[src/rtl/multi_stage_echo_delay_unit_assert.svh]
// Assertion macros shared by the echo delay unit
`ifndef MULTI_STAGE_ECHO_DELAY_UNIT_ASSERT_SVH
`define MULTI_STAGE_ECHO_DELAY_UNIT_ASSERT_SVH

// same-cycle implication
`define MSED_ASSERT_NOW(label, clk, rst, ante, cons, msg) \
   label: assert property (@(posedge clk) disable iff (rst) (ante) |-> (cons)) \
      else $error(msg);

// next-cycle implication
`define MSED_ASSERT_NEXT(label, clk, rst, ante, cons, msg) \
   label: assert property (@(posedge clk) disable iff (rst) (ante) |=> (cons)) \
      else $error(msg);

`endif

[src/rtl/msed_pkg.sv]
// Types, constants and codes of the multi-stage echo delay unit
`timescale 1ns / 1ps
package msed_pkg;

   localparam int SAMPLE_BITS    = 24;
   localparam int CHANNELS_DEF   = 2;
   localparam int MAX_STAGES_DEF = 10;
   localparam int MAX_LINE_DEF   = 4096;

   localparam int GAIN_W      = 17;
   localparam int OGAIN_W     = 19;
   localparam int LEN_FIELD_W = 13;
   localparam int SEL_W       = 4;
   localparam int ACT_W       = 4;
   localparam int CSR_IDX_W   = 4;
   localparam int CSR_DATA_W  = 19;

   localparam int DRY_W = SAMPLE_BITS + GAIN_W + 1;
   localparam int ACC_W = DRY_W + 4;
   localparam int SCL_W = SAMPLE_BITS + OGAIN_W + 1;

   localparam logic [GAIN_W-1:0]  UNITY_Q16    = 17'd65536;
   localparam logic [OGAIN_W-1:0] OUT_GAIN_MAX = 19'd327680;

   localparam logic OP_AUDIO = 1'b0;
   localparam logic OP_LOAD  = 1'b1;

   localparam logic [CSR_IDX_W-1:0] CSR_SEQ_MODE = 4'd0;
   localparam logic [CSR_IDX_W-1:0] CSR_ACTIVE   = 4'd1;
   localparam logic [CSR_IDX_W-1:0] CSR_IN_GAIN  = 4'd2;
   localparam logic [CSR_IDX_W-1:0] CSR_OUT_GAIN = 4'd3;

   typedef struct packed {
      logic                          op;
      logic                          chan;
      logic signed [SAMPLE_BITS-1:0] sample_in;
      logic [SEL_W-1:0]              stage_sel;
      logic [LEN_FIELD_W-1:0]        line_length;
      logic [GAIN_W-1:0]             decay_factor;
   } msed_req_type;

   typedef struct packed {
      logic                          out_chan;
      logic signed [SAMPLE_BITS-1:0] sample_out;
   } msed_rsp_type;

   typedef struct packed {
      logic               seq_mode;
      logic [GAIN_W-1:0]  in_gain;
      logic [OGAIN_W-1:0] out_gain;
   } msed_cfg_type;

   typedef struct packed {
      logic              valid;
      logic              first;
      logic              last;
      logic              zero_len;
      logic              hit;
      logic [GAIN_W-1:0] decay;
   } msed_stage_type;

   typedef enum logic [1:0] {
      ST_IDLE,
      ST_ISSUE,
      ST_WAIT
   } msed_state_type;

endpackage

[src/rtl/msed_seq.sv]
// Stage sequencer: state machine, stage table, line pointers and fill counts
`timescale 1ns / 1ps
module msed_seq #(
   parameter int CHANNELS   = msed_pkg::CHANNELS_DEF,
   parameter int MAX_STAGES = msed_pkg::MAX_STAGES_DEF,
   parameter int MAX_LINE   = msed_pkg::MAX_LINE_DEF,
   localparam int LINES  = CHANNELS * MAX_STAGES,
   localparam int LINE_W = (LINES > 1) ? $clog2(LINES) : 1,
   localparam int STG_W  = (MAX_STAGES > 1) ? $clog2(MAX_STAGES) : 1,
   localparam int PTR_W  = $clog2(MAX_LINE),
   localparam int LEN_W  = $clog2(MAX_LINE + 1),
   localparam int AW     = LINE_W + PTR_W
) (
   input  logic                     clock,
   input  logic                     reset,
   input  logic                     req_valid,
   input  msed_pkg::msed_req_type   req_data,
   output logic                     req_stall,
   input  logic [STG_W-1:0]         last_stage,
   input  logic                     done,
   output logic                     start,
   output logic                     idle,
   output logic                     rd_en,
   output logic [AW-1:0]            rd_addr,
   output logic [AW-1:0]            wr_addr,
   output msed_pkg::msed_stage_type stage
);

   msed_pkg::msed_state_type state_ff, state_in;

   logic [LINE_W-1:0]               line_ff;
   logic [STG_W-1:0]                stg_ff;
   logic [STG_W-1:0]                last_ff;
   logic [PTR_W-1:0]                ptr_ff  [LINES];
   logic [LEN_W-1:0]                fill_ff [LINES];
   logic [LEN_W-1:0]                len_ff  [MAX_STAGES];
   logic [msed_pkg::GAIN_W-1:0]     dec_ff  [MAX_STAGES];
   logic                            p1_v_ff;
   msed_pkg::msed_stage_type        p1_ff;
   logic [AW-1:0]                   wr_addr_ff;

   logic                            accept;
   logic                            chan_ok;
   logic                            load;
   logic                            issue;
   logic [STG_W-1:0]                sel_idx;
   logic [LEN_W-1:0]                len_clamp;
   logic [msed_pkg::GAIN_W-1:0]     dec_clamp;
   logic [LINE_W-1:0]               line_base;
   logic [LEN_W-1:0]                cur_len;
   logic [PTR_W-1:0]                raw_ptr;
   logic [PTR_W-1:0]                cur_ptr;
   logic [LEN_W-1:0]                fill;
   logic [LEN_W-1:0]                ptr_inc;
   logic                            zero_len;
   logic                            hit;
   logic                            wrap;

   always_comb begin
      req_stall = (state_ff != msed_pkg::ST_IDLE);
      idle      = (state_ff == msed_pkg::ST_IDLE);
      accept    = req_valid && !req_stall;
      chan_ok   = (CHANNELS > 1) || !req_data.chan;
      start     = accept && (req_data.op == msed_pkg::OP_AUDIO) && chan_ok;
      load      = accept && (req_data.op == msed_pkg::OP_LOAD)
                  && (int'(req_data.stage_sel) < MAX_STAGES);
      issue     = 1'b0;
      state_in  = state_ff;
      case (state_ff)
         msed_pkg::ST_IDLE: begin
            if (start) begin
               state_in = msed_pkg::ST_ISSUE;
            end
         end
         msed_pkg::ST_ISSUE: begin
            issue = 1'b1;
            if (stg_ff == last_ff) begin
               state_in = msed_pkg::ST_WAIT;
            end
         end
         msed_pkg::ST_WAIT: begin
            if (done) begin
               state_in = msed_pkg::ST_IDLE;
            end
         end
         default: begin
            state_in = msed_pkg::ST_IDLE;
         end
      endcase
   end

   always_comb begin
      sel_idx   = STG_W'(req_data.stage_sel);
      len_clamp = (int'(req_data.line_length) > MAX_LINE) ? LEN_W'(MAX_LINE)
                                                          : LEN_W'(req_data.line_length);
      dec_clamp = (req_data.decay_factor > msed_pkg::UNITY_Q16) ? msed_pkg::UNITY_Q16
                                                                : req_data.decay_factor;
      line_base = req_data.chan ? LINE_W'(MAX_STAGES) : '0;
      cur_len   = len_ff[stg_ff];
      raw_ptr   = ptr_ff[line_ff];
      cur_ptr   = (LEN_W'(raw_ptr) < cur_len) ? raw_ptr : '0;
      fill      = fill_ff[line_ff];
      hit       = LEN_W'(cur_ptr) < fill;
      ptr_inc   = LEN_W'(cur_ptr) + LEN_W'(1);
      wrap      = ptr_inc >= cur_len;
      zero_len  = (cur_len == '0);
      rd_en     = issue && !zero_len;
      rd_addr   = {line_ff, cur_ptr};
   end

   always_ff @(posedge clock) begin
      if (reset) begin
         state_ff <= msed_pkg::ST_IDLE;
         p1_v_ff  <= 1'b0;
      end else begin
         state_ff <= state_in;
         p1_v_ff  <= issue;
      end
   end

   always_ff @(posedge clock) begin
      if (start) begin
         line_ff <= line_base;
         stg_ff  <= '0;
         last_ff <= last_stage;
      end else if (issue) begin
         line_ff <= line_ff + LINE_W'(1);
         stg_ff  <= stg_ff + STG_W'(1);
      end
      if (issue) begin
         p1_ff      <= '{valid: 1'b1, first: (stg_ff == '0), last: (stg_ff == last_ff),
                         zero_len: zero_len, hit: hit, decay: dec_ff[stg_ff]};
         wr_addr_ff <= rd_addr;
      end
   end

   always_ff @(posedge clock) begin
      if (reset) begin
         for (int l = 0; l < LINES; l++) begin
            ptr_ff[l]  <= '0;
            fill_ff[l] <= '0;
         end
         for (int s = 0; s < MAX_STAGES; s++) begin
            len_ff[s] <= '0;
            dec_ff[s] <= '0;
         end
      end else begin
         if (load) begin
            len_ff[sel_idx] <= len_clamp;
            dec_ff[sel_idx] <= dec_clamp;
            for (int c = 0; c < CHANNELS; c++) begin
               for (int s = 0; s < MAX_STAGES; s++) begin
                  if (STG_W'(s) == sel_idx) begin
                     ptr_ff[c * MAX_STAGES + s] <= '0;
                  end
               end
            end
         end
         if (issue && !zero_len) begin
            ptr_ff[line_ff] <= wrap ? '0 : PTR_W'(ptr_inc);
            if (LEN_W'(cur_ptr) == fill) begin
               fill_ff[line_ff] <= ptr_inc;
            end
         end
      end
   end

   always_comb begin
      stage       = p1_ff;
      stage.valid = p1_v_ff;
   end

   assign wr_addr = wr_addr_ff;

endmodule

[config.mk]
export PLATFORM = sky130hd
export DESIGN_NAME = msed_seq
export DESIGN_NICKNAME = d
export VERILOG_FILES = /design/src/rtl/multi_stage_echo_delay_unit_assert.svh /design/src/rtl/msed_pkg.sv /design/src/rtl/msed_seq.sv
export SDC_FILE = /design/constraint.sdc
export NUM_CORES = 2
export LEC_CHECK = 0
export ABC_AREA = 1
export BUFFER_PORTS_ARGS = -buffer_cell sky130_fd_sc_hd__buf_4
export CORE_AREA = 5 5 386 388
export DETAILED_ROUTE_END_ITERATION = 8
export DIE_AREA = 0 0 391 393
export PLACE_DENSITY = 0.66
export SLEW_MARGIN = 15
export SYNTH_ARGS = -nofsm -noshare
export SYNTH_HDL_FRONTEND = slang
export SYNTH_SLANG_ARGS = --single-unit
[constraint.sdc]
create_clock -name clock -period 5.9 [get_ports clock]
set_input_delay 0.295 -clock clock [delete_from_list [all_inputs] [get_ports clock]]
set_output_delay 0.295 -clock clock [all_outputs]
set_load 0.01 [all_outputs]
* Yosys cells after proc, flatten, opt, wreduce, memory -nomap -nowiden
Memories as Yosys holds them, arrays and structs flattened. A register that Yosys moved wholly into a read port is not among the register bits.
Index checks and enable logic that the tools add are counted.
** Storage, ports and cells
- Flip-flop bits (word level) :: 37
- Bits of input ports :: 68
- Output and inout bits :: 60
- RAM bits :: 800
- Memories :: 4
** Cells by class
- Equality and inequality tests :: 16
- Reduce and logical (&&, ||, !) cells :: 18
- Muxes and demuxes :: 100
- Bitwise logic cells :: 21
- Order comparisons :: 6
- Add/sub/neg operators :: 3
** Memory list
- fill_ff :: depth 20, bits a word 13, read ports 1, clocked after Yosys merged registers in 1, write ports 20, line msed_seq.sv:35 : logic [LEN_W-1:0] fill_ff [LINES];
- ptr_ff :: depth 20, bits a word 12, read ports 1, clocked after Yosys merged registers in 1, write ports 20, line msed_seq.sv:34 : logic [PTR_W-1:0] ptr_ff [LINES];
- dec_ff :: depth 10, bits a word 17, read ports 1, clocked after Yosys merged registers in 1, write ports 10, line msed_seq.sv:37 : logic [msed_pkg::GAIN_W-1:0] dec_ff [MAX_STAGES];
- len_ff :: depth 10, bits a word 13, read ports 1, clocked after Yosys merged registers in 1, write ports 10, line msed_seq.sv:36 : logic [LEN_W-1:0] len_ff [MAX_STAGES];
** Operators with widths (number)
- 12-bit 2-to-1 mux :: 23
- 1-bit 2-to-1 mux :: 57
- 13-bit 2-to-1 mux :: 3
- 17-bit 2-to-1 mux :: 2
- 5-bit 2-to-1 mux :: 6
- 12-bit by 13-bit less-than comparator with 1-bit output :: 2
- 13-bit OR reduction :: 2
- 4-bit 2-to-1 mux :: 5
- 1-bit bitwise OR :: 20
- 17-bit greater-than comparator, second input constant :: 1
- 17-bit OR reduction :: 1
- 3-bit by 4-bit == test with 1-bit output, first input constant :: 4
- 12-bit by 1-bit adder with 13-bit output, second input constant :: 1
- 12-bit by 13-bit == test with 1-bit output :: 1
- 13-bit greater-or-equal comparator :: 1
- 13-bit greater-than comparator, second input constant :: 1
- 13-bit zero test :: 1
- 12-bit OR reduction :: 1
- 2-bit by 4-bit == test with 1-bit output, first input constant :: 2
- 4-bit == test, first input constant :: 2
- 4-bit zero test :: 2
- 2-bit 2-to-1 mux :: 3
- 2-bit inequality test, second input constant :: 3
- 2-bit one-hot mux with 3 select lines :: 1
- 13 further kinds :: 19

* Logic depth before layout (Yosys ltp)
- Word-level depth :: 10
- Gate-level depth with buffers :: 43
- Gate-level depth less buffers :: 36

* Worst setup path before layout
OpenSTA, ideal clock, no wires.
- Kind :: register to register
- Start point :: register line_ff[0]
- End point :: memory ptr_ff[20][3] in the netlist's numbering, data pin
- Period minus slack after synthesis :: 6.637 ns
- Path buffers :: 9
- Path slack :: -0.737 ns
- Arrival time :: 6.341 ns
- Cell stages (with the launch flop) :: 39
- Cells stage by stage :: edfxtp_1 buf_2 buf_2 buf_2 buf_2 o21ai_0 o22ai_1 a221oi_1 nand2_1 ha_1 a21o_1 a21oi_1 nand2_1 nand2_1 buf_2 nand3_1 inv_1 clkbuf_1 (+3 left out) nand2_1 nor2_1 inv_1 nand2_1 buf_2 inv_1 ha_1 nand2_1 nor2_1 inv_1 nor2_1 nor2_1 o211ai_1 a21oi_1 clkbuf_1 nand2_1 clkbuf_1 inv_1
** RTL lines
- start, declared :: line msed_seq.sv:31 : logic [LINE_W-1:0] line_ff;
- start signal, assigned :: line msed_seq.sv:123 : line_ff <= line_base;
- start signal, assigned :: line msed_seq.sv:127 : line_ff <= line_ff + LINE_W'(1);
- end, declared :: line msed_seq.sv:34

==> reports/metrics.cfg <==
[routing]
first_pass_iters = 6
drc_errors = 0
viasPerCell = 5.53
drt_iter0_drc = 5042
wl_per_cell_um = 22.5
drt_wl_total_um = 171000
num_vias = 42100
antenna_left = 0

[die]
coreArea_um2 = 145000
dieHeight_um = 393
start_util_pct = 39.8
die_w_um = 391
dieArea_um2 = 154000
num_rows = 140
boundaryPins = 128

[pwr]
vdd_drop_max_uv = 286
power_density_nw_per_um2 = 379
power_leakage_uw = 0.0249
power_uw = 25900

[global_routing]
grt_pass1_vias = 39700
grt_max_degree = 207
antenna_found_initial = 5
grtUsageTotal_pct = 21.5
grt_pass1_wl_um = 249000
grt_overflow_total = 0

[synth]
synth_area_um2 = 57700
synth_area_leaders = edfxtp_1, nor2_1, o21ai_0
syn_area_per_cell_um2 = 11.1
synth_seq_cells = 1338
netlist_instances = 5192
yosysWarningCount = 0
post_synth_num_cell_types = 48
synth_ff_type = edfxtp_1
yosys.area.top_type = edfxtp_1
yosys-top-cells-count = nor2_1, edfxtp_1, o21ai_0, nand2_1, o22ai_1
synth_edf_count = 1327
async_flop_share_pct = 0
synth_top_cell_area_share_pct = 69.1
ys_seq_area_share_pct = 69.5
yosysMostFrequentCell = nor2_1

[cts]
numCtsBuffers = 144
h-tree-depth = 4
insertion_delay_ns = 0.80
clkSinkCount = 1338
cts_root_buffer = clkbuf_16
clk_path_buf_depth = 3
clk_pin_slew_worst_paths_ns = 0.06
cts_tree = yes

[critical_path]
slowest_stage = edfxtp_1
critical_path.startpoint = line_ff[0]$_SDFFCE_PP0P_
arrival_ns = 6.28
crit_top_cell = nand2_1
reg2reg_depth = 33
cp_max_fo = 21
worstPathRequired_ns = 6.46
slowest_delay_ns = 0.47
timing.rr.start = line_ff[0]$_SDFFCE_PP0P_
cp-start-kind = flip-flop
criticalPathCategory = flip-flop to flip-flop
cp-end-kind = flip-flop

[sta]
min_period_ns = 5.73
final_max_slew_viol_count = 0
clock-skew-final_ns = 0.0409
finalSetupViolations = 0
fmax_mhz = 175
tightest_slew_ns = 1.11
holdWs_ns = 0.0534
hold_viol = 0
fin_crit_sh_pct = 97.1
maxSlewHeadroom_pct = 25.7

[worst_hold_path]
min_delay_path_depth = 3
hp-class = input port to flip-flop
hold_start = req_data[21]

[final_layout]
areaGrowthSynthToFinish_pct = 18.5
postLayoutCoreUtil_pct = 47.1
finish.instance_area_um2 = 68300
drive_gt1_share_pct = 12.7
nNetsFinal = 5700

[placement]
port_buffers = 103
dpl_cell_area_um2 = 63000
hpwl_um = 103000
gp_congestion = 0.894

[run_status]
status = finished, final reports clean

[flow_run]
maxCapViolations = 0

[report_power, final]
part           switching [µW]  internal [µW]
Clock                    3820           4740
Sequential               86.5          11100
Combinational            4230           1870
[cells by family (layout without fill, tap and decap cells)]
| kind of cell | count (synthesis) | after routing | synth area share [%] |
|---|---|---|---|
| AOI/OAI and AO/OA | 1001 | 1001 | 9.97 |
| xor gates and xnor gates | 7 | 7 | 0.119 |
| adders and majority gates | 43 | 43 | 0.933 |
| buffers and inverters | 610 | 934 | 4.34 |
| DFF | 1338 | 1338 | 69.5 |
| muxes | 1 | 1 | 0.0174 |
| other | 1 | 183 | 0.00650 |
| and+or+nand+nor | 2191 | 2191 | 15.1 |
[cells in the final DEF (no fill, tap or decap), types with 11 or more instances in the layout]
cell / instances
o21ai_0: 554
nand3_1: 127
edfxtp_1: 1327
buf_12: 61
nor2_1: 1437
nor3_2: 13
a21oi_1: 40
inv_2: 14
nand2_2: 13
nor3_1: 37
inv_1: 184
clkinv_2: 14
o21ai_1: 33
nand4_1: 31
o211ai_1: 23
a22o_1: 24
buf_4: 338
clkinvlp_4: 16
conb_1: 180
clkbuf_1: 37
nor2_2: 11
ha_1: 42
o22ai_1: 233
nand3_2: 22
clkbuf_16: 151
nand2_1: 476
dlygate4sd3_1: 24
o221ai_1: 48
clkinv_1: 59
[registers in the layout (all words and copies together), names as in the netlist, 2 cells and up, named ones only]
| signal | cells |
|---|---|
| stage | 21 |
| wr_addr | 17 |
| len_ff | 208 |
| ptr_ff | 384 |
| dec_ff | 272 |
| fill_ff | 416 |
| stg_ff | 4 |
| last_ff | 4 |
| line_ff | 5 |
| state_ff | 2 |
[critical path: cells and delay by family (launching register included)]
| family | cells | cell delay (ns) |
|---|---|---|
| AOI/OAI and AO/OA | 6 | 1.11 |
| adders and majority gates | 2 | 0.52 |
| buffers and inverters | 8 | 1.47 |
| DFF | 1 | 0.47 |
| and+or+nand+nor | 17 | 1.93 |
[per-layer routing]
layer | track usage (%) | wire length (µm) | up-vias
met5 | 0 | 0 | -
met4 | 7.56 | 5950 | 0
met1 | 29.4 | 67700 | 20800
met2 | 34.4 | 80100 | 2136
li1 | - | - | 18900
met3 | 4.30 | 17400 | 353
[cell type report]
class / count / area (µm²)
flip-flops and latches: 1338 / 40100
diodes: 3 / 7.51
clock inverters: 68 / 663
fillers: 13000 / 76700
clock buffers: 184 / 3790
multi-input cells: 3423 / 16100
repair buffers: 439 / 4290
well taps: 1917 / 2400
repair inverters: 8 / 62.6
inverters: 235 / 946
[final timing paths]
check	to	slack, ns
worst max-delay path	ptr_ff[24][5]$_DFFE_PP_	0.17
worst min-delay path	len_ff[15][4]$_DFFE_PP_	0.05
worst max register to register	ptr_ff[24][5]$_DFFE_PP_	0.17
worst min register to register	wr_addr[15]$_DFFE_PP_	0.67
[stage by stage]
stage / std cells / setup slack (ns) / TNS (ns)
floorplan: 5371 / 0.00710 / 0
CTS: 7584 / 0.0590 / 0
global placement: 7306 / -0.0619 / -0.855
detailed placement: 7306 / -0.108 / -2.21
global route: 7612 / -0.0807 / -9.02
finish: 7615 / 0.174 / 0
[timing repair]
| item | in CTS | in global routing |
|---|---|---|
| setup endpoints to repair | 56 | 384 |
| hold buffers | 24 | 0 |
| pin swaps | 0 | 13 |
| endpoints found under the hold margin | 91 | 0 |
| gates cloned | 0 | 15 |
| buffers inserted | 2 | 13 |
| gates resized for setup | 4 | 93 |
Power figures use the tool's default switching activity.
