[src/rtl/multi_stage_echo_delay_unit_assert.svh]
// Assertion macros shared by the echo delay unit
`ifndef MULTI_STAGE_ECHO_DELAY_UNIT_ASSERT_SVH
`define MULTI_STAGE_ECHO_DELAY_UNIT_ASSERT_SVH

// same-cycle implication
`define MSED_ASSERT_NOW(label, clk, rst, ante, cons, msg) \
   label: assert property (@(posedge clk) disable iff (rst) (ante) |-> (cons)) \
      else $error(msg);

// next-cycle implication
`define MSED_ASSERT_NEXT(label, clk, rst, ante, cons, msg) \
   label: assert property (@(posedge clk) disable iff (rst) (ante) |=> (cons)) \
      else $error(msg);

`endif

[src/rtl/msed_pkg.sv]
// Types, constants and codes of the multi-stage echo delay unit
`timescale 1ns / 1ps
package msed_pkg;

   localparam int SAMPLE_BITS    = 24;
   localparam int CHANNELS_DEF   = 2;
   localparam int MAX_STAGES_DEF = 10;
   localparam int MAX_LINE_DEF   = 4096;

   localparam int GAIN_W      = 17;
   localparam int OGAIN_W     = 19;
   localparam int LEN_FIELD_W = 13;
   localparam int SEL_W       = 4;
   localparam int ACT_W       = 4;
   localparam int CSR_IDX_W   = 4;
   localparam int CSR_DATA_W  = 19;

   localparam int DRY_W = SAMPLE_BITS + GAIN_W + 1;
   localparam int ACC_W = DRY_W + 4;
   localparam int SCL_W = SAMPLE_BITS + OGAIN_W + 1;

   localparam logic [GAIN_W-1:0]  UNITY_Q16    = 17'd65536;
   localparam logic [OGAIN_W-1:0] OUT_GAIN_MAX = 19'd327680;

   localparam logic OP_AUDIO = 1'b0;
   localparam logic OP_LOAD  = 1'b1;

   localparam logic [CSR_IDX_W-1:0] CSR_SEQ_MODE = 4'd0;
   localparam logic [CSR_IDX_W-1:0] CSR_ACTIVE   = 4'd1;
   localparam logic [CSR_IDX_W-1:0] CSR_IN_GAIN  = 4'd2;
   localparam logic [CSR_IDX_W-1:0] CSR_OUT_GAIN = 4'd3;

   typedef struct packed {
      logic                          op;
      logic                          chan;
      logic signed [SAMPLE_BITS-1:0] sample_in;
      logic [SEL_W-1:0]              stage_sel;
      logic [LEN_FIELD_W-1:0]        line_length;
      logic [GAIN_W-1:0]             decay_factor;
   } msed_req_type;

   typedef struct packed {
      logic                          out_chan;
      logic signed [SAMPLE_BITS-1:0] sample_out;
   } msed_rsp_type;

   typedef struct packed {
      logic               seq_mode;
      logic [GAIN_W-1:0]  in_gain;
      logic [OGAIN_W-1:0] out_gain;
   } msed_cfg_type;

   typedef struct packed {
      logic              valid;
      logic              first;
      logic              last;
      logic              zero_len;
      logic              hit;
      logic [GAIN_W-1:0] decay;
   } msed_stage_type;

   typedef enum logic [1:0] {
      ST_IDLE,
      ST_ISSUE,
      ST_WAIT
   } msed_state_type;

endpackage

[src/rtl/msed_dsp.sv]
// Datapath: tap select, feed, decay products, accumulate, gains, result register
`timescale 1ns / 1ps
module msed_dsp (
   input  logic                                    clock,
   input  logic                                    reset,
   input  logic                                    start,
   input  logic signed [msed_pkg::SAMPLE_BITS-1:0] sample,
   input  logic                                    chan,
   input  msed_pkg::msed_cfg_type                  cfg,
   input  msed_pkg::msed_stage_type                stage,
   input  logic signed [msed_pkg::SAMPLE_BITS-1:0] rd_data,
   output logic                                    wr_en,
   output logic signed [msed_pkg::SAMPLE_BITS-1:0] wr_data,
   output logic                                    done,
   output logic                                    rsp_valid,
   input  logic                                    rsp_stall,
   output msed_pkg::msed_rsp_type                  rsp_data
);

   localparam int SB    = msed_pkg::SAMPLE_BITS;
   localparam int ACC_W = msed_pkg::ACC_W;
   localparam int DRY_W = msed_pkg::DRY_W;
   localparam int SCL_W = msed_pkg::SCL_W;
   localparam int Q_W   = ACC_W - 16;

   localparam logic signed [SB-1:0]    SAMPLE_MAX = {1'b0, {(SB - 1){1'b1}}};
   localparam logic signed [SB-1:0]    SAMPLE_MIN = {1'b1, {(SB - 1){1'b0}}};
   localparam logic signed [ACC_W-1:0] HALF_Q16   = ACC_W'(32768);
   localparam logic signed [Q_W-1:0]   Q_HI       = Q_W'(2 ** (SB - 1) - 1);
   localparam logic signed [Q_W-1:0]   Q_LO       = Q_W'(-(2 ** (SB - 1)));

   function automatic logic signed [SB-1:0] round_sat(input logic signed [ACC_W-1:0] v);
      logic signed [ACC_W-1:0] t;
      logic signed [Q_W-1:0]   q;
      logic signed [SB-1:0]    r;
      t = v + HALF_Q16;
      q = t[ACC_W-1:16];
      if (q > Q_HI) begin
         r = SAMPLE_MAX;
      end else if (q < Q_LO) begin
         r = SAMPLE_MIN;
      end else begin
         r = q[SB-1:0];
      end
      return r;
   endfunction

   logic signed [SB-1:0]     x_ff;
   logic                     chan_ff;
   logic signed [DRY_W-1:0]  dry_ff;
   logic                     init_ff;
   logic signed [SB-1:0]     prev_ff;
   logic signed [SB-1:0]     tap_ff;
   logic [msed_pkg::GAIN_W-1:0] dec_ff;
   logic                     s2_v_ff;
   logic                     s2_last_ff;
   logic signed [DRY_W-1:0]  prod_ff;
   logic                     s3_v_ff;
   logic                     s3_last_ff;
   logic signed [ACC_W-1:0]  acc_ff;
   logic                     acc_v_ff;
   logic signed [SB-1:0]     mix_ff;
   logic                     mix_v_ff;
   logic signed [SCL_W-1:0]  scl_ff;
   logic                     scl_v_ff;
   logic                     rsp_v_ff;
   msed_pkg::msed_rsp_type   rsp_ff;

   logic signed [SB-1:0]     prev;
   logic signed [SB-1:0]     tap;
   logic signed [SB:0]       feed_sum;
   logic signed [SB-1:0]     feed;
   logic signed [SB-1:0]     result;
   logic                     out_load;

   always_comb begin
      prev     = stage.first ? '0 : prev_ff;
      tap      = stage.zero_len ? x_ff : (stage.hit ? rd_data : '0);
      feed_sum = {prev[SB-1], prev} + {x_ff[SB-1], x_ff};
      if (feed_sum[SB] != feed_sum[SB-1]) begin
         feed = feed_sum[SB] ? SAMPLE_MIN : SAMPLE_MAX;
      end else begin
         feed = feed_sum[SB-1:0];
      end
      wr_en    = stage.valid && !stage.zero_len;
      wr_data  = cfg.seq_mode ? feed : x_ff;
      result   = round_sat({{(ACC_W - SCL_W){scl_ff[SCL_W-1]}}, scl_ff});
      out_load = scl_v_ff && (!rsp_v_ff || !rsp_stall);
      done     = out_load;
   end

   always_ff @(posedge clock) begin
      if (reset) begin
         init_ff  <= 1'b0;
         s2_v_ff  <= 1'b0;
         s3_v_ff  <= 1'b0;
         acc_v_ff <= 1'b0;
         mix_v_ff <= 1'b0;
         scl_v_ff <= 1'b0;
         rsp_v_ff <= 1'b0;
      end else begin
         init_ff  <= start;
         s2_v_ff  <= stage.valid;
         s3_v_ff  <= s2_v_ff;
         acc_v_ff <= s3_v_ff && s3_last_ff;
         mix_v_ff <= acc_v_ff;
         scl_v_ff <= mix_v_ff || (scl_v_ff && !out_load);
         rsp_v_ff <= out_load || (rsp_v_ff && rsp_stall);
      end
   end

   always_ff @(posedge clock) begin
      if (start) begin
         x_ff    <= sample;
         chan_ff <= chan;
         dry_ff  <= sample * $signed({1'b0, cfg.in_gain});
      end
      if (stage.valid) begin
         prev_ff    <= tap;
         tap_ff     <= tap;
         dec_ff     <= stage.decay;
         s2_last_ff <= stage.last;
      end
      if (s2_v_ff) begin
         prod_ff    <= tap_ff * $signed({1'b0, dec_ff});
         s3_last_ff <= s2_last_ff;
      end
      if (init_ff) begin
         acc_ff <= {{(ACC_W - DRY_W){dry_ff[DRY_W-1]}}, dry_ff};
      end else if (s3_v_ff) begin
         acc_ff <= acc_ff + {{(ACC_W - DRY_W){prod_ff[DRY_W-1]}}, prod_ff};
      end
      if (acc_v_ff) begin
         mix_ff <= round_sat(acc_ff);
      end
      if (mix_v_ff) begin
         scl_ff <= mix_ff * $signed({1'b0, cfg.out_gain});
      end
      if (out_load) begin
         rsp_ff.out_chan   <= chan_ff;
         rsp_ff.sample_out <= result;
      end
   end

   assign rsp_valid = rsp_v_ff;
   assign rsp_data  = rsp_ff;

endmodule
[config.mk]
export PLATFORM = sky130hd
export DESIGN_NAME = msed_dsp
export DESIGN_NICKNAME = d
export VERILOG_FILES = /design/src/rtl/multi_stage_echo_delay_unit_assert.svh /design/src/rtl/msed_pkg.sv /design/src/rtl/msed_dsp.sv
export SDC_FILE = /design/constraint.sdc
export NUM_CORES = 2
export LEC_CHECK = 0
export BUFFER_PORTS_ARGS = -buffer_cell sky130_fd_sc_hd__buf_4
export CAP_MARGIN = 0
export CORE_ASPECT_RATIO = 2
export CORE_MARGIN = 8
export CORE_UTILIZATION = 66
export CTS_CLUSTER_DIAMETER = 200
export DETAILED_ROUTE_END_ITERATION = 8
export PLACE_DENSITY = 0.94
export SYNTH_ARGS = -nofsm -noshare
export SYNTH_HDL_FRONTEND = slang
export SYNTH_SLANG_ARGS = --single-unit
[constraint.sdc]
create_clock -name clock -period 8.5 [get_ports clock]
set_clock_uncertainty 0.15 [all_clocks]
set_input_delay 1.275 -clock clock [delete_from_list [all_inputs] [get_ports clock]]
set_output_delay 1.275 -clock clock [all_outputs]
set_load 0.02 [all_outputs]
; After elaboration in Yosys (flattened, before gate mapping)
; Cells that the tools add are included.
[word_totals]
regBits = 298
out_inout_bits = 52
[classes]
n_reduce_logical = 13
multipliers = 3
n_eq_ne = 1
mux = 10
add_sub_neg = 4
order_cmp = 4
[op_table]
columns = cell, count
row1 = $mux 24, 8
row2 = $mux 46, 2
row3 = $mul 24x18->42, 2
row4 = $add 46x17->46 const B, 1
row5 = $add 46x46->46, 1
row6 = $add 44x17->45 const B, 1
row7 = $mul 24x20->44, 1
row8 = $gt 30x24->1 const B, 1
row9 = $lt 30x24->1 const B, 1
row10 = $gt 29x24->1 const B, 1
row11 = $lt 29x24->1 const B, 1
row12 = $add 24x24->25, 1
row13 = $logic_and 1x1->1, 5
row14 = $logic_not 1->1, 4
row15 = $logic_or 1x1->1, 3
row16 = $reduce_bool 2->1, 1
row17 = $ne 1x1->1, 1

; Longest topological paths before layout
[depth]
depth_word = 6
depth_mapped = 28
ltp_nobuf = 26

; Worst setup path before layout
; OpenSTA, ideal clock, no wires.
[synth_path]
kind = in2reg
startpoint = input cfg[2] (netlist bit)
endpoint = register scl_ff[43], data pin
required_ps = 8090
cell_stages = 26
setup_slack_ps = 829
setup_ps = 260
arrival_ps = 7261
cell_sequence = clkbuf_1 and2_1 fa_1 fa_1 inv_1 fa_1 inv_1 fa_1 inv_1 fa_1 inv_1 fa_1 inv_1 fa_1 inv_1 ha_1 a22oi_1 nand2_1 a2111oi_1 nor3b_1 o2111ai_1 a21oi_1 a21oi_2 o311ai_2 a21oi_1 xnor2_1
[synth_between]
elab_chain_len = 1
[synth_lines]
columns = item, line
row1 = from (decl), msed_dsp.sv:9  ; input msed_pkg::msed_cfg_type cfg,
row2 = $mul 24x20->44, msed_dsp.sv:137  ; scl_ff <= mix_ff * $signed({1'b0, cfg.out_gain});
row3 = to (signal assigned), msed_dsp.sv:137
row4 = to (decl), msed_dsp.sv:64  ; logic signed [SCL_W-1:0] scl_ff;
; No other way between the ends.
; A chain may end at the register's enable or synchronous reset.

; Worst setup path after layout
[layout_path]
startpoint = register dec_ff[6] (netlist bit)
endpoint = register prod_ff[41], data pin
[layout_between]
elab_chain_len = 1
[layout_lines]
columns = item, line
row1 = from (decl), msed_dsp.sv:54  ; logic [msed_pkg::GAIN_W-1:0] dec_ff;
row2 = from (signal assigned), msed_dsp.sv:121  ; dec_ff <= stage.decay;
row3 = $mul 24x18->42, msed_dsp.sv:125  ; prod_ff <= tap_ff * $signed({1'b0, dec_ff});
row4 = to (signal assigned), msed_dsp.sv:125
row5 = to (decl), msed_dsp.sv:57  ; logic signed [DRY_W-1:0] prod_ff;
; No other way between the ends.

==> qor.log <==
INFO  outcome        outcome=finished, final reports clean
INFO  synth          count_of_yosys_warnings_during_synthesis=0
INFO  clocking       clkSlewWorstSetupHoldPaths=0.07ns
INFO  synth          yosysUniqueCellTypes=104
INFO  critical_path  crit_fanout=17
INFO  synth          synthFlopType=sky130_fd_sc_hd__edfxtp_1
INFO  floorplan      core_area=91300um2
INFO  grt            first_global_vias=53500
INFO  timing         finalSetupTns=0ns
INFO  routing        avgRoutedWirePerCell=22.7um
INFO  critical_path  critical_path.n_buffers_inverters=5
INFO  floorplan      die_y=445um
INFO  grt            grt_pass1_wl=274000um
INFO  grt            global_route.overflow_total=0
INFO  synth          synth_adder_area_share=49.9%
INFO  floorplan      number_of_rows_in_the_core_area=157
INFO  synth          synth_compound_area_share=7.13%
INFO  floorplan      chipWidth=231um
INFO  layout         areaGrowthSynthToFinish=5.36%
INFO  synth          ys_top_cells_by_area=sky130_fd_sc_hd__fa_1 42%, sky130_fd_sc_hd__edfxtp_1 14%, sky130_fd_sc_hd__inv_1 9.8%
INFO  timing         setup_violations=0
INFO  synth          async_flop_share=0%
INFO  synth          synth.cell_area=60800um2
INFO  critical_path  critPathKind=reg -> reg
INFO  critical_path  worstReg2RegEnd=prod_ff[41]$_DFFE_PP_
INFO  synth          synthDominantAreaCellType=sky130_fd_sc_hd__fa_1
INFO  timing         worstMarginPinSlew=1.19ns
INFO  layout         instances_no_fill=7676
INFO  layout         layout-drive-gt1-share=5.43%
INFO  hold_path      timing.hold.worst.start=chan_ff$_DFFE_PP_
INFO  routing        detail_route.iter0.violations=3420
INFO  timing         final_critical_path_setup_slack=0.173ns
INFO  layout         n_fill_cell=6243
INFO  clocking       post_cts_resize_count=0
INFO  critical_path  cpLargestDelayFamily=adder cells
INFO  grt            grt_start_max_net_pins=88
INFO  clocking       h-tree-depth=1
INFO  clocking       post_cts_buffers=0
INFO  critical_path  worst_r2r_path_depth=23
INFO  hold_path      whs_path_depth=0
INFO  clocking       tritoncts=yes
INFO  routing        num_vias=46700
INFO  critical_path  crit-reg2reg-launch=dec_ff[6]$_DFFE_PP_
INFO  critical_path  setup.worst_path.end_class=flop
INFO  routing        detailedRoute.firstPassIterationCount=6
INFO  routing        route.final.wire_length=174000um
INFO  synth          yosys.area.top_type_share=41.8%
INFO  synth          synth_sequential_area_ratio=13.9%
INFO  critical_path  worst_setup_slack_for_register_to_register_paths=0.17ns
INFO  critical_path  critical-path-slowest-cell=sky130_fd_sc_hd__edfxtp_1
INFO  layout         commonest_non_fill_non_tap_cells_in_the_layout=1583 x sky130_fd_sc_hd__inv_1, 1270 x sky130_fd_sc_hd__fa_1, 897 x sky130_fd_sc_hd__nand2_1
INFO  synth          post_synth.cell_area_avg=9.43um2
INFO  synth          postSynthNetCount=8222
INFO  placement      dpl.cell_count=7620
INFO  floorplan      floorplan.io_pins=164
INFO  clocking       clockRootBuffer=sky130_fd_sc_hd__clkbuf_16
INFO  clocking       cts_made_buffers=29
INFO  clocking       cts_buffer_depth=3
INFO  routing        drt-vias-per-instance=6.08
INFO  timing         relSlewSlack=20.2%
INFO  clocking       numClockSinks=283
INFO  placement      pre_cts_ws=-0.0345ns
INFO  synth          share_of_synthesized_area_spent_on_multiplexers=0.140%
INFO  timing         final_period_minus_worst_setup_slack=8.33ns
INFO  synth          synth_enable_flop_cells=276
INFO  critical_path  cp_data_arrival_time=8.51ns
INFO  placement      port_buffers=163
INFO  critical_path  cp_data_required_time=8.68ns
INFO  placement      globalplace.congestion=1.06
INFO  timing         drv_slew=0
INFO  hold_path      timing.hold.worst_endpoint=rsp_data[24]$_DFFE_PP_
INFO  timing         hold_slack=0.273ns
INFO  clocking       clock_latency=0.64ns
INFO  grt            grtUsageTotal=34.6%
INFO  timing         report.final.hold_viol_count=0
INFO  placement      dpl.hpwl=138000um
INFO  routing        route.detailed.drc=0
INFO  hold_path      timing.hold.worst.class=reg -> reg
INFO  synth          dominant_combinational_cell_family_by_area_after_synthesis=adder cells
INFO  layout         num-nets-final=8232
INFO  synth          synth_xor_area_share=3.13%
INFO  grt            grt_antenna_before_repair=8
INFO  routing        post_detailed_route_count_of_antenna_violating_nets=0
INFO  layout         layout.cells.most_common=sky130_fd_sc_hd__inv_1
INFO  synth          syn_inst=6449
INFO  clocking       postCtsHoldBufs=0
INFO  timing         period_share=98.0%
INFO  critical_path  cp_common_cell=sky130_fd_sc_hd__fa_1
INFO  synth          yosys_register_bits=283
INFO  critical_path  crit_path_max_incr_delay=0.96ns
INFO  timing         max_freq=120MHz
INFO  critical_path  path_cells=nand2_1 > fa_1 > inv_1 > fa_1 > inv_1 > fa_1 > inv_1 > fa_1 > fa_1 > inv_1 > fa_1 > inv_1 > ha_1 > a21oi_1 > o21ai_0 > a221oi_1 > o21ai_0 > o21ai_1 > a21oi_1 > and4_1 > a2111oi_4 > a21oi_1 > xnor2_1
INFO  floorplan      floorplan.die_area=103000um2
INFO  timing         rsz0062_at_grt=no
INFO  floorplan      initial_utilization=66.6%
INFO  critical_path  critical_path_start_type=flop
INFO  synth          post_synth_and_or_nand_nor_area_fraction=14.5%
INFO  job            drv.max_cap_violation_count=0
synthesized netlist by cell type (7+ instances only):
library cell,instances
sky130_fd_sc_hd__xor2_1,75
sky130_fd_sc_hd__o21a_1,24
sky130_fd_sc_hd__a211oi_1,9
sky130_fd_sc_hd__o21bai_1,21
sky130_fd_sc_hd__nor2_1,131
sky130_fd_sc_hd__and2_1,510
sky130_fd_sc_hd__clkbuf_1,240
sky130_fd_sc_hd__nor3_1,33
sky130_fd_sc_hd__a211o_1,9
sky130_fd_sc_hd__ha_1,391
sky130_fd_sc_hd__nand3_1,52
sky130_fd_sc_hd__a21o_1,70
sky130_fd_sc_hd__a31oi_1,16
sky130_fd_sc_hd__inv_1,1583
sky130_fd_sc_hd__nor2b_1,49
sky130_fd_sc_hd__a21oi_1,151
sky130_fd_sc_hd__nand2_1,897
sky130_fd_sc_hd__xnor2_1,142
sky130_fd_sc_hd__edfxtp_1,276
sky130_fd_sc_hd__o2bb2ai_2,10
sky130_fd_sc_hd__fa_1,1270
sky130_fd_sc_hd__o211ai_1,17
sky130_fd_sc_hd__nor4_1,8
sky130_fd_sc_hd__o2bb2ai_1,9
sky130_fd_sc_hd__o31ai_1,8
sky130_fd_sc_hd__o21ai_0,135
sky130_fd_sc_hd__nor3b_1,7
sky130_fd_sc_hd__and3_1,29
sky130_fd_sc_hd__o21ai_1,29
sky130_fd_sc_hd__nand4_1,30
sky130_fd_sc_hd__nand2b_1,22
sky130_fd_sc_hd__dfxtp_1,7
sky130_fd_sc_hd__a22o_1,26
layout make-up:
| cell class | instances | area, um2 | share of cell area [%] |
|---|---|---|---|
| clock buffer | 32 | 737 | 1.15 |
| clock inverter | 20 | 233 | 0.363 |
| multi-input combinational | 4327 | 45400 | 70.9 |
| antenna | 4 | 10.0 | 0.0156 |
| inverter | 1583 | 5940 | 9.28 |
| tap | 1192 | 1490 | 2.33 |
| timing repair buffer | 235 | 1780 | 2.77 |
| sequential | 283 | 8430 | 13.2 |
how the worst max path moves through the flow:
stage / from / endpoint / slack [ns] / cells past startpoint
floorplan: cfg[2] / scl_ff[43]$_DFFE_PP_ / 0.83 / 26
global placement: cfg[3] / scl_ff[43]$_DFFE_PP_ / 0.16 / 28
detailed placement: cfg[3] / scl_ff[38]$_DFFE_PP_ / -0.03 / 27
CTS: dec_ff[6]$_DFFE_PP_ / prod_ff[41]$_DFFE_PP_ / 0.52 / 23
global route: dec_ff[4]$_DFFE_PP_ / prod_ff[41]$_DFFE_PP_ / 0.005 / 23
finish: dec_ff[6]$_DFFE_PP_ / prod_ff[41]$_DFFE_PP_ / 0.17 / 23
layer usage:
layer,vias to the layer above,track usage (%),part of all wire [%]
li1,19400,-,-
met1,23000,33.1,29
met2,2971,62.2,51
met3,1293,6.36,8.6
met4,0,31.4,11
met5,-,0,0
kinds of logic after synthesis:
group,Yosys count
mux,8
fa+ha+maj,1661
flops,283
xor+xnor,217
buf+inv,1839
compound gates,630
simple gates,1811
sequential cells by signal, summed over array words and instances, names as in the netlist:
register and flops:
acc_ff 46, dry_ff 42, prod_ff 42, scl_ff 29, rsp_data 25, mix_ff 24
tap_ff 24, x_ff 24, dec_ff 17, acc_v_ff 1, chan_ff 1, init_ff 1
mix_v_ff 1, rsp_valid 1, s2_last_ff 1, s2_v_ff 1, s3_last_ff 1, s3_v_ff 1
scl_v_ff 1
through the flow:
step | instance area [um2] | utilization (%)
2_1_floorplan | 60800 | -
3_3_place_gp | 63100 | 69.0
3_5_place_dp | 63100 | 69.0
4_1_cts | 64000 | 70.1
5_1_grt | 64100 | 70.1
6_report | 64100 | 70.1
Power is left out: the tool's default activity adds up to more than one toggle a clock period on the data nets, which glitch-free logic cannot reach.
